**src/assert_macros.svh**
```systemverilog
// assertion macros for the ranger rtl
`ifndef ASSERT_MACROS_SVH
`define ASSERT_MACROS_SVH

`ifndef SYNTHESIS
// clocked property with asynchronous active-low reset as disable
`define URR_ASSERT(lbl, clk, rstn, prop) \
    lbl: assert property (@(posedge clk) disable iff (!rstn) prop) \
        else $error("property violated");
// same-cycle implication between two conditions
`define URR_ASSERT_IMPL(lbl, clk, rstn, ante, cons) \
    lbl: assert property (@(posedge clk) disable iff (!rstn) (ante) |-> (cons)) \
        else $error("implication violated");
`else
`define URR_ASSERT(lbl, clk, rstn, prop)
`define URR_ASSERT_IMPL(lbl, clk, rstn, ante, cons)
`endif

`endif

```
**src/urr_pkg.sv**
```systemverilog
// package: types and constants of the round robin ultrasonic ranger
package urr_pkg;

    localparam int MAX_SENSORS     = 3;
    localparam int NUM_SENSORS_DEF = 3;
    localparam int STAMP_WIDTH_DEF = 32;

    localparam int IDX_W     = 2;
    localparam int DIST_W    = 12;
    localparam int TIMEOUT_W = 16;
    localparam int TRIG_W    = 8;

    localparam int CFG_IDX_W  = 8;
    localparam int CFG_DATA_W = 16;

    localparam int IN_DATA_W  = 8;
    localparam int OUT_DATA_W = 48;

    localparam logic [DIST_W-1:0]    DIST_MAX     = 12'hFFF;
    localparam logic [TIMEOUT_W-1:0] ELAPSED_MAX  = 16'hFFFF;

    // distance = floor(dur * 343 / 2000); dur at or above CLAMP_DUR saturates
    localparam int DUR_W       = 15;
    localparam int CLAMP_DUR   = 23884;
    localparam int RECIP_W     = 24;
    localparam int RECIP_SHIFT = 26;
    localparam logic [RECIP_W-1:0] RECIP_K = 24'd11509171;

    localparam logic [TIMEOUT_W-1:0] TIMEOUT_RST  = 16'd13746;
    localparam logic [TRIG_W-1:0]    TRIG_RST     = 8'd10;
    localparam logic [DIST_W-1:0]    MIN_DIST_RST = 12'd20;
    localparam logic [DIST_W-1:0]    MAX_DIST_RST = 12'd1500;

    typedef enum logic [CFG_IDX_W-1:0] {
        REG_TIMEOUT    = 8'd0,
        REG_TRIG_WIDTH = 8'd1,
        REG_MIN_DIST   = 8'd2,
        REG_MAX_DIST   = 8'd3
    } cfg_reg_e;

    typedef struct packed {
        logic [TIMEOUT_W-1:0] timeout;
        logic [TRIG_W-1:0]    trig_width;
        logic [DIST_W-1:0]    min_dist;
        logic [DIST_W-1:0]    max_dist;
    } cfg_t;

    // top to one echo channel
    typedef struct packed {
        logic clear_reading;
        logic clear_rise;
    } chan_ctrl_t;

    // one echo channel to top, reading fields are post-tick values
    typedef struct packed {
        logic              done;
        logic              new_reading;
        logic              valid;
        logic [DIST_W-1:0] distance;
    } chan_stat_t;

    typedef struct packed {
        logic [IDX_W-1:0]       active;
        logic [IDX_W-1:0]       active_next;
        logic                   advance;
        logic                   timeout_clear;
        logic [MAX_SENSORS-1:0] trig_next;
    } slot_stat_t;

endpackage

```
**src/ultrasonic_round_robin_ranger.sv**
```systemverilog
// top level of the round robin ultrasonic ranger
//
// usage: one transfer on the s_ group is one microsecond tick carrying the
// echo levels of up to three sensors. every accepted tick produces exactly
// one transfer on the m_ group with the trigger drive, the three stored
// distances, the valid mask, the active sensor and the new-reading mask,
// all taken after that tick's update.
// path: an accepted tick waits in the input register, and its result is
// loaded into the output register, which drives m_tdata.
// throughput: one tick per cycle unless a waiting result is held by m_tready;
// the whole tick update sits between the input register and the output
// register, with one 15x24 constant multiply in the echo channel as the longest path.
// stalls: while m_tready is low and a result waits, the input register
// still takes one more tick, then s_tready drops; no tick is dropped.
// reset: sensor 0 is active with its trigger pulse loaded, all readings
// zero and invalid, configuration at its defaults, both stages empty.
// configuration: cfg_ready is always high; write only while idle.
`include "assert_macros.svh"

module ultrasonic_round_robin_ranger #(
    parameter int NUM_SENSORS = urr_pkg::NUM_SENSORS_DEF,
    parameter int STAMP_WIDTH = urr_pkg::STAMP_WIDTH_DEF
) (
    input  logic                           clk,
    input  logic                           rst_n,
    // input ticks
    input  logic                           s_tvalid,
    output logic                           s_tready,
    input  logic [urr_pkg::IN_DATA_W-1:0]  s_tdata,   // [2:0] echo_levels, rest zero
    // results
    output logic                           m_tvalid,
    input  logic                           m_tready,
    // [2:0] trigger_lines, [14:3] distance_zero, [26:15] distance_one,
    // [38:27] distance_two, [41:39] valid_mask, [43:42] active_sensor,
    // [46:44] new_reading_mask, [47] zero
    output logic [urr_pkg::OUT_DATA_W-1:0] m_tdata,
    // configuration writes
    input  logic                           cfg_valid,
    output logic                           cfg_ready,
    input  logic [urr_pkg::CFG_IDX_W-1:0]  cfg_index,
    input  logic [urr_pkg::CFG_DATA_W-1:0] cfg_data
);
    import urr_pkg::*;

    // field offsets inside m_tdata
    localparam int O_D0    = MAX_SENSORS;
    localparam int O_D1    = O_D0 + DIST_W;
    localparam int O_D2    = O_D1 + DIST_W;
    localparam int O_VALID = O_D2 + DIST_W;
    localparam int O_ACT   = O_VALID + MAX_SENSORS;
    localparam int O_NEW   = O_ACT + IDX_W;

    cfg_t cfg;

    // input stage
    logic                   in_valid_reg;
    logic [MAX_SENSORS-1:0] echo_reg;

    // output stage
    logic                   out_valid_reg;
    logic [OUT_DATA_W-1:0]  out_data_reg;
    logic [OUT_DATA_W-1:0]  out_data_next;

    logic                   out_free;
    logic                   step;

    logic [STAMP_WIDTH-1:0] tick_reg;

    chan_ctrl_t             chan_ctrl [MAX_SENSORS];
    chan_stat_t             chan_stat [MAX_SENSORS];
    logic [MAX_SENSORS-1:0] done_active;
    logic                   active_done;
    slot_stat_t             slot;

    logic [MAX_SENSORS-1:0] valid_mask;
    logic [MAX_SENSORS-1:0] new_mask;

    // a tick is processed when the output register can take its result
    assign out_free = !out_valid_reg || m_tready;
    assign step     = in_valid_reg && out_free;
    assign s_tready = !in_valid_reg || out_free;
    assign m_tvalid = out_valid_reg;
    assign m_tdata  = out_data_reg;

    urr_cfg_regs u_cfg (
        .clk       (clk),
        .rst_n     (rst_n),
        .cfg_valid (cfg_valid),
        .cfg_ready (cfg_ready),
        .cfg_index (cfg_index),
        .cfg_data  (cfg_data),
        .cfg       (cfg)
    );

    // one echo channel per fitted sensor; sensors beyond read as zero
    for (genvar k = 0; k < MAX_SENSORS; k++)
    begin : g_chan
        if (k < NUM_SENSORS)
        begin : g_used
            assign chan_ctrl[k].clear_reading = slot.timeout_clear
                                             && (slot.active == IDX_W'(k));
            assign chan_ctrl[k].clear_rise    = slot.advance
                                             && (slot.active_next == IDX_W'(k));

            urr_echo_chan #(
                .STAMP_WIDTH (STAMP_WIDTH)
            ) u_chan (
                .clk        (clk),
                .rst_n      (rst_n),
                .step       (step),
                .echo       (echo_reg[k]),
                .tick_count (tick_reg),
                .cfg        (cfg),
                .ctrl       (chan_ctrl[k]),
                .stat       (chan_stat[k])
            );
        end
        else
        begin : g_unused
            assign chan_ctrl[k] = '0;
            assign chan_stat[k] = '0;
        end

        // only the active sensor's echo completion moves the slot on
        assign done_active[k] = chan_stat[k].done && (slot.active == IDX_W'(k));
        assign valid_mask[k]  = chan_stat[k].valid;
        assign new_mask[k]    = chan_stat[k].new_reading;
    end

    assign active_done = |done_active;

    urr_slot_ctrl #(
        .NUM_SENSORS (NUM_SENSORS)
    ) u_slot (
        .clk         (clk),
        .rst_n       (rst_n),
        .step        (step),
        .active_done (active_done),
        .cfg         (cfg),
        .stat        (slot)
    );

    always_comb
    begin
        out_data_next                            = '0;
        out_data_next[MAX_SENSORS-1:0]           = slot.trig_next;
        out_data_next[O_D0 +: DIST_W]            = chan_stat[0].distance;
        out_data_next[O_D1 +: DIST_W]            = chan_stat[1].distance;
        out_data_next[O_D2 +: DIST_W]            = chan_stat[2].distance;
        out_data_next[O_VALID +: MAX_SENSORS]    = valid_mask;
        out_data_next[O_ACT +: IDX_W]            = slot.active_next;
        out_data_next[O_NEW +: MAX_SENSORS]      = new_mask;
    end

    always_ff @(posedge clk or negedge rst_n)
    begin
        if (!rst_n)
        begin
            in_valid_reg  <= 1'b0;
            out_valid_reg <= 1'b0;
            tick_reg      <= '0;
        end
        else
        begin
            if (s_tready)
                in_valid_reg <= s_tvalid;
            if (step)
            begin
                out_valid_reg <= 1'b1;
                tick_reg      <= tick_reg + 1'b1;
            end
            else if (m_tready)
            begin
                out_valid_reg <= 1'b0;
            end
        end
    end

    // payload registers
    always_ff @(posedge clk)
    begin
        if (s_tvalid && s_tready)
            echo_reg <= s_tdata[MAX_SENSORS-1:0];
        if (step)
            out_data_reg <= out_data_next;
    end

    // checks
    `URR_ASSERT(a_active_in_range, clk, rst_n, (slot.active < IDX_W'(NUM_SENSORS)))
    `URR_ASSERT_IMPL(a_trig_onehot, clk, rst_n, m_tvalid, $onehot0(m_tdata[MAX_SENSORS-1:0]))
    `URR_ASSERT_IMPL(a_invalid_reads_zero, clk, rst_n, m_tvalid && !m_tdata[O_VALID], m_tdata[O_D0 +: DIST_W] == '0)
    `URR_ASSERT(a_step_fills_output, clk, rst_n, step |=> m_tvalid)

endmodule

```
**src/urr_cfg_regs.sv**
```systemverilog
// configuration register file of the ranger
module urr_cfg_regs (
    input  logic                           clk,
    input  logic                           rst_n,
    input  logic                           cfg_valid,
    output logic                           cfg_ready,
    input  logic [urr_pkg::CFG_IDX_W-1:0]  cfg_index,
    input  logic [urr_pkg::CFG_DATA_W-1:0] cfg_data,
    output urr_pkg::cfg_t                  cfg
);
    import urr_pkg::*;

    cfg_t cfg_reg;
    cfg_t cfg_next;

    assign cfg_ready = 1'b1;
    assign cfg       = cfg_reg;

    always_comb
    begin
        cfg_next = cfg_reg;
        if (cfg_valid)
        begin
            unique case (cfg_index)
                REG_TIMEOUT:    cfg_next.timeout    = cfg_data[TIMEOUT_W-1:0];
                REG_TRIG_WIDTH: cfg_next.trig_width = cfg_data[TRIG_W-1:0];
                REG_MIN_DIST:   cfg_next.min_dist   = cfg_data[DIST_W-1:0];
                REG_MAX_DIST:   cfg_next.max_dist   = cfg_data[DIST_W-1:0];
                default:        cfg_next = cfg_reg;
            endcase
        end
    end

    always_ff @(posedge clk or negedge rst_n)
    begin
        if (!rst_n)
        begin
            cfg_reg.timeout    <= TIMEOUT_RST;
            cfg_reg.trig_width <= TRIG_RST;
            cfg_reg.min_dist   <= MIN_DIST_RST;
            cfg_reg.max_dist   <= MAX_DIST_RST;
        end
        else
        begin
            cfg_reg <= cfg_next;
        end
    end

endmodule

```
**src/urr_dist_calc.sv**
```systemverilog
// echo duration to distance in mm, with clamp and range check
module urr_dist_calc #(
    parameter int STAMP_WIDTH = urr_pkg::STAMP_WIDTH_DEF
) (
    input  logic [STAMP_WIDTH-1:0]     duration,
    input  logic [urr_pkg::DIST_W-1:0] min_dist,
    input  logic [urr_pkg::DIST_W-1:0] max_dist,
    output logic [urr_pkg::DIST_W-1:0] distance,
    output logic                       valid
);
    import urr_pkg::*;

    logic                       clamp;
    logic [DUR_W-1:0]           dur_short;
    logic [DUR_W+RECIP_W-1:0]   prod;
    logic [DIST_W-1:0]          dist_raw;

    // constant reciprocal of 2000/343, exact floor for all durations below clamp
    assign clamp     = duration >= STAMP_WIDTH'(CLAMP_DUR);
    assign dur_short = duration[DUR_W-1:0];
    assign prod      = {{RECIP_W{1'b0}}, dur_short} * {{DUR_W{1'b0}}, RECIP_K};
    assign dist_raw  = clamp ? DIST_MAX : prod[RECIP_SHIFT +: DIST_W];

    assign valid    = (dist_raw >= min_dist) && (dist_raw <= max_dist);
    assign distance = valid ? dist_raw : '0;

endmodule

```
**src/urr_echo_chan.sv**
```systemverilog
// one sensor: echo edge detect, rise stamp and stored reading
module urr_echo_chan #(
    parameter int STAMP_WIDTH = urr_pkg::STAMP_WIDTH_DEF
) (
    input  logic                   clk,
    input  logic                   rst_n,
    input  logic                   step,
    input  logic                   echo,
    input  logic [STAMP_WIDTH-1:0] tick_count,
    input  urr_pkg::cfg_t          cfg,
    input  urr_pkg::chan_ctrl_t    ctrl,
    output urr_pkg::chan_stat_t    stat
);
    import urr_pkg::*;

    logic                   echo_prev_reg;
    logic                   rise_seen_reg;
    logic                   rise_seen_next;
    logic [STAMP_WIDTH-1:0] stamp_reg;
    logic [DIST_W-1:0]      dist_reg;
    logic [DIST_W-1:0]      dist_next;
    logic                   valid_reg;
    logic                   valid_next;

    logic                   rise;
    logic                   fall;
    logic [STAMP_WIDTH-1:0] duration;
    logic [DIST_W-1:0]      calc_dist;
    logic                   calc_valid;

    assign rise     = echo && !echo_prev_reg;
    assign fall     = !echo && echo_prev_reg && rise_seen_reg;
    assign duration = tick_count - stamp_reg;

    urr_dist_calc #(
        .STAMP_WIDTH (STAMP_WIDTH)
    ) u_calc (
        .duration (duration),
        .min_dist (cfg.min_dist),
        .max_dist (cfg.max_dist),
        .distance (calc_dist),
        .valid    (calc_valid)
    );

    always_comb
    begin
        rise_seen_next = rise_seen_reg;
        if (rise)
            rise_seen_next = 1'b1;
        else if (fall)
            rise_seen_next = 1'b0;
        // slot handover drops a half-seen echo on the new sensor
        if (ctrl.clear_rise)
            rise_seen_next = 1'b0;

        dist_next  = dist_reg;
        valid_next = valid_reg;
        if (fall)
        begin
            dist_next  = calc_dist;
            valid_next = calc_valid;
        end
        if (ctrl.clear_reading)
        begin
            dist_next  = '0;
            valid_next = 1'b0;
        end
    end

    assign stat.done        = fall;
    assign stat.new_reading = fall || ctrl.clear_reading;
    assign stat.valid       = valid_next;
    assign stat.distance    = dist_next;

    always_ff @(posedge clk or negedge rst_n)
    begin
        if (!rst_n)
        begin
            echo_prev_reg <= 1'b0;
            rise_seen_reg <= 1'b0;
            dist_reg      <= '0;
            valid_reg     <= 1'b0;
        end
        else if (step)
        begin
            echo_prev_reg <= echo;
            rise_seen_reg <= rise_seen_next;
            dist_reg      <= dist_next;
            valid_reg     <= valid_next;
        end
    end

    always_ff @(posedge clk)
    begin
        if (step && rise)
            stamp_reg <= tick_count;
    end

endmodule

```
**src/urr_slot_ctrl.sv**
```systemverilog
// round robin slot: active index, timeout counter and trigger pulse
module urr_slot_ctrl #(
    parameter int NUM_SENSORS = urr_pkg::NUM_SENSORS_DEF
) (
    input  logic                clk,
    input  logic                rst_n,
    input  logic                step,
    input  logic                active_done,
    input  urr_pkg::cfg_t       cfg,
    output urr_pkg::slot_stat_t stat
);
    import urr_pkg::*;

    logic [IDX_W-1:0]     active_reg;
    logic [IDX_W-1:0]     active_next;
    logic [TIMEOUT_W-1:0] elapsed_reg;
    logic [TIMEOUT_W-1:0] elapsed_next;
    logic [TRIG_W-1:0]    pulse_reg;
    logic [TRIG_W-1:0]    pulse_next;

    logic [TIMEOUT_W-1:0]   elapsed_inc;
    logic [TRIG_W-1:0]      pulse_load;
    logic                   advance;
    logic                   pulse_on;
    logic [MAX_SENSORS-1:0] trig_next;

    always_comb
    begin
        elapsed_inc = (elapsed_reg != ELAPSED_MAX) ? elapsed_reg + 1'b1 : elapsed_reg;
        advance     = active_done || (elapsed_inc >= cfg.timeout);

        active_next = active_reg;
        if (advance)
            active_next = (active_reg == IDX_W'(NUM_SENSORS - 1)) ? '0 : active_reg + 1'b1;

        elapsed_next = advance ? '0 : elapsed_inc;
        pulse_load   = advance ? cfg.trig_width : pulse_reg;
        pulse_on     = pulse_load != '0;
        pulse_next   = pulse_on ? pulse_load - 1'b1 : pulse_load;
    end

    always_comb
    begin
        for (int j = 0; j < MAX_SENSORS; j++)
            trig_next[j] = pulse_on && (active_next == IDX_W'(j));
    end

    assign stat.trig_next     = trig_next;
    assign stat.active        = active_reg;
    assign stat.active_next   = active_next;
    assign stat.advance       = advance;
    assign stat.timeout_clear = advance && !active_done;

    always_ff @(posedge clk or negedge rst_n)
    begin
        if (!rst_n)
        begin
            active_reg  <= '0;
            elapsed_reg <= '0;
            pulse_reg   <= TRIG_RST;
        end
        else if (step)
        begin
            active_reg  <= active_next;
            elapsed_reg <= elapsed_next;
            pulse_reg   <= pulse_next;
        end
    end

endmodule

```
**config.mk**
```make
export PLATFORM = sky130hd
export DESIGN_NAME = ultrasonic_round_robin_ranger
export DESIGN_NICKNAME = d
export VERILOG_FILES = /design/src/urr_pkg.sv /design/src/ultrasonic_round_robin_ranger.sv /design/src/urr_cfg_regs.sv /design/src/urr_dist_calc.sv /design/src/urr_echo_chan.sv /design/src/urr_slot_ctrl.sv
export VERILOG_INCLUDE_DIRS = /design/src /design/src/src
export SDC_FILE = /design/constraint.sdc
export NUM_CORES = 2
export LEC_CHECK = 0
export BUFFER_PORTS_ARGS = -buffer_cell sky130_fd_sc_hd__buf_4
export CAP_MARGIN = 0
export CORE_MARGIN = 1
export CORE_UTILIZATION = 26
export DETAILED_ROUTE_END_ITERATION = 16
export PLACE_DENSITY = 0.47
export SKIP_LAST_GASP = 1
export SLEW_MARGIN = 5
export SYNTH_ARGS = -nofsm -noshare
export SYNTH_HDL_FRONTEND = slang
export SYNTH_SLANG_ARGS = --single-unit
```
**constraint.sdc**
```tcl
create_clock -name clk -period 9.2 [get_ports clk]
set_input_delay 1.84 -clock clk [delete_from_list [all_inputs] [get_ports clk]]
set_output_delay 1.84 -clock clk [all_outputs]
set_load 0.1 [all_outputs]
```
# [Word level (Yosys, flattened, before mapping)]
# Cells that the tools add are included.
[word_totals] input_bits=37 wordCells=151 out_inout_bits=51 regBits=299
[op_classes] mux=35 add_sub_neg=7 magnitude_cmp=10 n_eq_ne=8 reduce_logical=61 mul=3
[ops] cell="12-bit two-way mux" n=12
[ops] cell="15-bit by 24-bit multiplier with 38-bit output (second input constant)" n=3
[ops] cell="32-bit by 15-bit >= comparator with 1-bit output (second input constant)" n=3
[ops] cell="32-bit subtractor" n=3
[ops] cell="12-bit >= comparator" n=3
[ops] cell="12-bit less-or-equal comparator" n=3
[ops] cell="32-bit by 1-bit adder with 32-bit output (second input constant)" n=1
[ops] cell="16-bit two-way mux" n=2
[ops] cell="1-bit logical AND" n=30
[ops] cell="1-bit two-way mux" n=17
[ops] cell="16-bit by 1-bit adder with 16-bit output (second input constant)" n=1
[ops] cell="8-bit by 2-bit equality test with 1-bit output (second input constant)" n=2
[ops] cell="16-bit >= comparator" n=1
[ops] cell="8-bit two-way mux" n=2
[ops] cell="16-bit != test (second input constant)" n=1
[ops] cell="2-bit AND reduction" n=7
[ops] cell="1-bit zero test" n=9
[ops] cell="3-bit nonzero test" n=3
[ops] cell="8-bit by 1-bit equality test with 1-bit output (second input constant)" n=1
[ops] cell="8-bit zero test" n=1
[ops] cell="8-bit nonzero test" n=1
[ops] cell="8-bit by 1-bit subtractor with 8-bit output (second input constant)" n=1
[ops] cell="1-bit logical OR" n=6
[ops] cell="2-bit by 1-bit equality test with 1-bit output (second input constant)" n=2
[ops] cell="other kinds (6)" n=9

# [Depth between registers and ports, before layout]
[depth] ltp_word=11 ltp_mapped=42 mapped_depth_nobuf=41

# [Cells and area by module]
# A second synthesis with hierarchy kept.
[unflattened] cells_unflattened=4358 hier_area_um2=41477.3
[modules_own_cells] mod="urr_echo_chan at g_chan[0].g_used.u_chan ..." area_per_inst_um2=3965.1 seq_area_each_um2=1336.3 cells_each=467 n_inst=2
[modules_own_cells] mod="urr_dist_calc at g_chan[1].g_used.u_chan.u_calc" area_per_inst_um2=7410.9 seq_area_each_um2=0.0 cells_each=811 n_inst=1
[modules_own_cells] mod="urr_dist_calc at g_chan[2].g_used.u_chan.u_calc" area_per_inst_um2=7300.8 seq_area_each_um2=0.0 cells_each=772 n_inst=1
[modules_own_cells] mod="urr_dist_calc at g_chan[0].g_used.u_chan.u_calc" area_per_inst_um2=7151.9 seq_area_each_um2=0.0 cells_each=750 n_inst=1
[modules_own_cells] mod="urr_echo_chan at g_chan[2].g_used.u_chan" area_per_inst_um2=4071.4 seq_area_each_um2=1336.3 cells_each=476 n_inst=1
[modules_own_cells] mod="ultrasonic_round_robin_ranger" area_per_inst_um2=3235.6 seq_area_each_um2=2352.3 cells_each=205 n_inst=1
[modules_own_cells] mod="urr_slot_ctrl" area_per_inst_um2=2474.9 seq_area_each_um2=653.1 cells_each=302 n_inst=1
[modules_own_cells] mod="urr_cfg_regs" area_per_inst_um2=1901.8 seq_area_each_um2=1224.9 cells_each=108 n_inst=1

# [Least setup slack after synthesis]
# Ideal clock, no wire load.
[synth_path] path_kind="reg2reg" startpoint="reg tick_reg[0]" endpoint="reg g_chan[1].g_used.u_chan.dist_reg[10]" path_buffers=1 t_arrival_ns=9.770 synth_period_minus_slack_ns=9.837 required_ns=9.134 path_stages_with_launch=41 path_slack_ns=-0.637 setup_time_ns=0.066 path_cell_list="dfrtp_1 -> inv_1 -> ha_1 -> fa_1 -> nand2b_1 -> a211oi_2 -> nor2_1 -> o31ai_1 -> xor2_1 -> inv_1 -> fa_1 -> xnor2_1 -> ha_1 -> inv_1 -> fa_1 -> fa_1 -> inv_1 -> fa_1 -> (+5 left out) -> a21o_1 -> a221oi_1 -> and2_1 -> o21bai_1 -> xnor2_1 -> nand3_4 -> ha_1 -> a21o_1 -> a21o_1 -> a21oi_1 -> nor2_1 -> a211oi_1 -> a21oi_1 -> nor3_1 -> o41a_1 -> and2_1 -> clkbuf_1 -> a22o_1"
[synth_between] elab_chain_cells=8 word_cells_on_any_way=10 classes_between="add/sub: 1; mul: 1; order compare: 3; mux: 4; reduce/logical: 1"
[synth_rtl] item="from (decl)" line="ultrasonic_round_robin_ranger.sv:67" text="logic [STAMP_WIDTH-1:0] tick_reg;"
[synth_rtl] item="from (signal assigned)" line="ultrasonic_round_robin_ranger.sv:170" text="tick_reg <= tick_reg + 1'b1;"
[synth_rtl] item="32-bit subtractor (*)" line="urr_echo_chan.sv:33" text="assign duration = tick_count - stamp_reg;"
[synth_rtl] item="15-bit by 24-bit multiplier with 38-bit output or 32-bit by 15-bit >= comparator with 1-bit output (tied branches)" line="urr_dist_calc.sv:21, urr_dist_calc.sv:19"
[synth_rtl] item="12-bit two-way mux (*)" line="urr_dist_calc.sv:22" text="assign dist_raw = clamp ? DIST_MAX : prod[RECIP_SHIFT +: DIST_W];"
[synth_rtl] item="12-bit >= comparator or 12-bit less-or-equal comparator (tied branches)" line="urr_dist_calc.sv:24" text="assign valid = (dist_raw >= min_dist) && (dist_raw <= max_dist);"
[synth_rtl] item="1-bit logical AND" line="urr_dist_calc.sv:24"
[synth_rtl] item="12-bit two-way mux (*)" line="urr_dist_calc.sv:25" text="assign distance = valid ? dist_raw : '0;"
[synth_rtl] item="12-bit two-way mux (*)" line="urr_echo_chan.sv:58" text="if (fall)"
[synth_rtl] item="12-bit two-way mux (*)" line="urr_echo_chan.sv:63" text="if (ctrl.clear_reading)"
[synth_rtl] item="to (signal assigned)" line="urr_echo_chan.sv:88" text="dist_reg <= dist_next;"
[synth_rtl] item="to (decl)" line="urr_echo_chan.sv:20" text="logic [DIST_W-1:0] dist_reg;"
# Mark *: on every way between the ends. The rest lies on a longest branch, timed or not.
# A chain may end at the register's enable or synchronous reset.

# [Final worst setup path]
[layout_path] startpoint="reg tick_reg[0]" endpoint="reg g_chan[0].g_used.u_chan.dist_reg[0]"
[layout_between] elab_chain_cells=8 word_cells_on_any_way=10 classes_between="add/sub: 1; mul: 1; order compare: 3; mux: 4; reduce/logical: 1"
[layout_rtl] item="32-bit subtractor (*)" line="urr_echo_chan.sv:33"
[layout_rtl] item="15-bit by 24-bit multiplier with 38-bit output or 32-bit by 15-bit >= comparator with 1-bit output (tied branches)" line="urr_dist_calc.sv:21, urr_dist_calc.sv:19"
[layout_rtl] item="12-bit two-way mux (*)" line="urr_dist_calc.sv:22"
[layout_rtl] item="12-bit >= comparator or 12-bit less-or-equal comparator (tied branches)" line="urr_dist_calc.sv:24"
[layout_rtl] item="1-bit logical AND" line="urr_dist_calc.sv:24"
[layout_rtl] item="12-bit two-way mux (*)" line="urr_dist_calc.sv:25"
[layout_rtl] item="12-bit two-way mux (*)" line="urr_echo_chan.sv:58"
[layout_rtl] item="12-bit two-way mux (*)" line="urr_echo_chan.sv:63"
[layout_rtl] item="to (signal assigned)" line="urr_echo_chan.sv:88"
[layout_rtl] item="to (decl)" line="urr_echo_chan.sv:20"
# Marks and branches as above.

==> impl_metrics.json <==
{
  "status": "finished, violations left",
  "failed_checks": "negative setup slack",
  "min_path_cells": 2,
  "path_depth": 45,
  "io_pins": 88,
  "worst-path-buf-inv": 14,
  "finalWirelength_um": 115000,
  "drc": 0,
  "clockRootBuffer": "clkbuf_16",
  "largest_reg_flops": 96,
  "ys_warn_count": 0,
  "hold_viol": 0,
  "critPathKind": "reg2reg",
  "synth_edf_count": 146,
  "nets": 5803,
  "worst_slew_pin_slew_ns": 1.27,
  "cts.sinks": 299,
  "fmax_mhz": 105,
  "start_kind": "flip-flop",
  "grt_max_degree": 94,
  "cts_buffers": 39,
  "synth_top_area_cell": "fa_1",
  "drtIter0Drc": 1289,
  "rsz0062_at_grt": "true",
  "required_ns": 9.68,
  "arrival_ns": 10.05,
  "syn_avg_cell_area_um2": 9.79,
  "rows": 141,
  "finalCritPeriodShare_pct": 104,
  "synth_most_common_cell": "inv_1",
  "wl_per_cell_um": 17.1,
  "max-cap-violations": 0,
  "clockBufferDepth": 3,
  "antenna_found_initial": 2,
  "crit_top_cell": "buf_4",
  "place_ws_ns": -1.52,
  "clk_latency_ns": 0.59,
  "drive_above_1_share_pct": 26.8,
  "finalMaxSlewViolations": 0,
  "gp_congestion": 0.897,
  "ant_nets": 0,
  "critPathMaxFanout": 7,
  "seq_area_frac_synth_pct": 21.2,
  "vias": 30700,
  "cts_tree": "yes",
  "vias_per_cell": 4.57,
  "worstRegToRegCells": 45,
  "overflow": 0,
  "clk_pin_slew_worst_paths_ns": 0.06,
  "timing.final.ws_setup_ns": -0.369,
  "synth_common_cells": "753 x inv_1, 592 x ha_1, 424 x fa_1",
  "end_kind": "flip-flop",
  "skew_ns": 0.0272,
  "dp_hpwl_um": 96800,
  "cp_slowest_cell": "fa_2",
  "start_util_pct": 26.3,
  "syn_nets": 5024,
  "grt_usage_pct": 15.4,
  "die_w_um": 389,
  "cpLargestDelayFamily": "adder cells",
  "synthArstFlopShare_pct": 51.2,
  "relSlewSlack_pct": 14.7,
  "syn_inst": 3971,
  "fp.dieArea_mm2": 0.151,
  "yosysTopAreaCellShare_pct": 21.8,
  "drtPass1Iterations": 5,
  "cpPeakStageDelay_ns": 0.56,
  "synth_ff_type": "edfxtp_1",
  "final_util_pct": 34.2,
  "coreArea_mm2": 0.148,
  "fp.dieH_um": 389,
  "cts_hold_buf": 0,
  "num_antenna_cells": 0,
  "grt_pass1_vias": 32100,
  "hp-class": "reg2reg",
  "grt_pass1_wl_um": 182000,
  "finalSetupViolCount": 78,
  "syn_to_final_growth_pct": 30.3,
  "fillCellCount": 15200,
  "portBuffers": 80,
  "cts_max_level": 2,
  "synth_seq_cells": 299,
  "synth_cell_types": 100,
  "yosys-top-cells-area": "fa_1 22%, ha_1 19%, edfxtp_1 11%, dfrtp_1 8.5%, inv_1 7.3%",
  "synth_area_mm2": 0.0389,
  "period_needed_ns": 9.57
}
-- layout make-up --
cell class / count / area, um2 / share of cell area [%]
well taps: 1930 / 2410 / 4.76
flip-flops and latches: 299 / 8240 / 16.3
clock buffers: 52 / 1090 / 2.14
inverters: 753 / 2830 / 5.59
repair buffers: 815 / 6370 / 12.6
multi-input cells: 2842 / 29400 / 58.1
clock inverters: 19 / 303 / 0.597
-- per-layer routing --
metal  up-vias  global-route usage (%)  wire [um]
met5         -                       0          0
met4         0                    3.05       2230
met3        95                    2.70       5100
met2       469                    25.8      54100
met1     15100                    20.6      53400
li1      15000                       -          -
-- worst min-delay path: cells and delay by family (launching register included) --
family          cells  cell delay (ns)
compound gates      1             0.06
flops               1             0.34
simple gates        1             0.04
-- cells by family (layout without fill, tap and decap cells) --
family	after synthesis	in the layout	share of synthesized area [%]
fa+ha+maj	1016	1016	40.9
flops	299	299	21.2
simple gates	859	860	11.6
xor+xnor	165	165	3.72
mux	63	63	1.76
buf+inv	831	1639	8.16
compound gates	736	736	12.7
other cells	2	2	0.0193
-- through the flow --
step | cell area, um2 | cells | setup TNS (ns) | hold WS [ns]
after global routing | 50700 | 6710 | -49.18 | 0.500
final | 50700 | 6710 | -19.08 | 0.480
after floorplan | 39000 | 3971 | 0 | 0.450
after global placement | 46800 | 6562 | -89.23 | 0.463
after CTS | 49600 | 6691 | -26.49 | 0.482
after detailed placement | 46800 | 6562 | -90.47 | 0.471
-- placed cells by master, fill, tap and decap left out, drive strengths merged, types with 52 or more instances in the layout --
cell type,count
nand2,251
dfrtp,132
nor2,148
nand2b,61
ha,592
fa,424
nand3,83
o21ai,171
xor2,52
clkbuf,52
buf,815
nand4,58
edfxtp,146
inv,756
a21o,78
a21oi,167
xnor2,113
-- final timing paths --
kind	start	end	slack [ns]
max in group asynchronous	rst_n	g_chan[0].g_used.u_chan.dist_reg[9]	6.43
worst min-delay path	g_chan[0].g_used.u_chan.dist_reg[0]	g_chan[0].g_used.u_chan.dist_reg[0]	0.48
worst max-delay path	tick_reg[0]	g_chan[0].g_used.u_chan.dist_reg[0]	-0.37
min in group asynchronous	rst_n	g_chan[1].g_used.u_chan.dist_reg[10]	1.36
worst max register to register	tick_reg[0]	g_chan[0].g_used.u_chan.dist_reg[0]	-0.37
worst min register to register	g_chan[0].g_used.u_chan.dist_reg[0]	g_chan[0].g_used.u_chan.dist_reg[0]	0.48
-- what timing repair did --
item | CTS | global route
setup endpoints to repair | 78 | 78
gates resized for setup | 219 | 168
setup buffers | 56 | 25
cloned | 3 | 0
pin swaps | 158 | 107
Power is left out: the tool's default activity adds up to more than one toggle a clock period on the data nets, which glitch-free logic cannot reach.
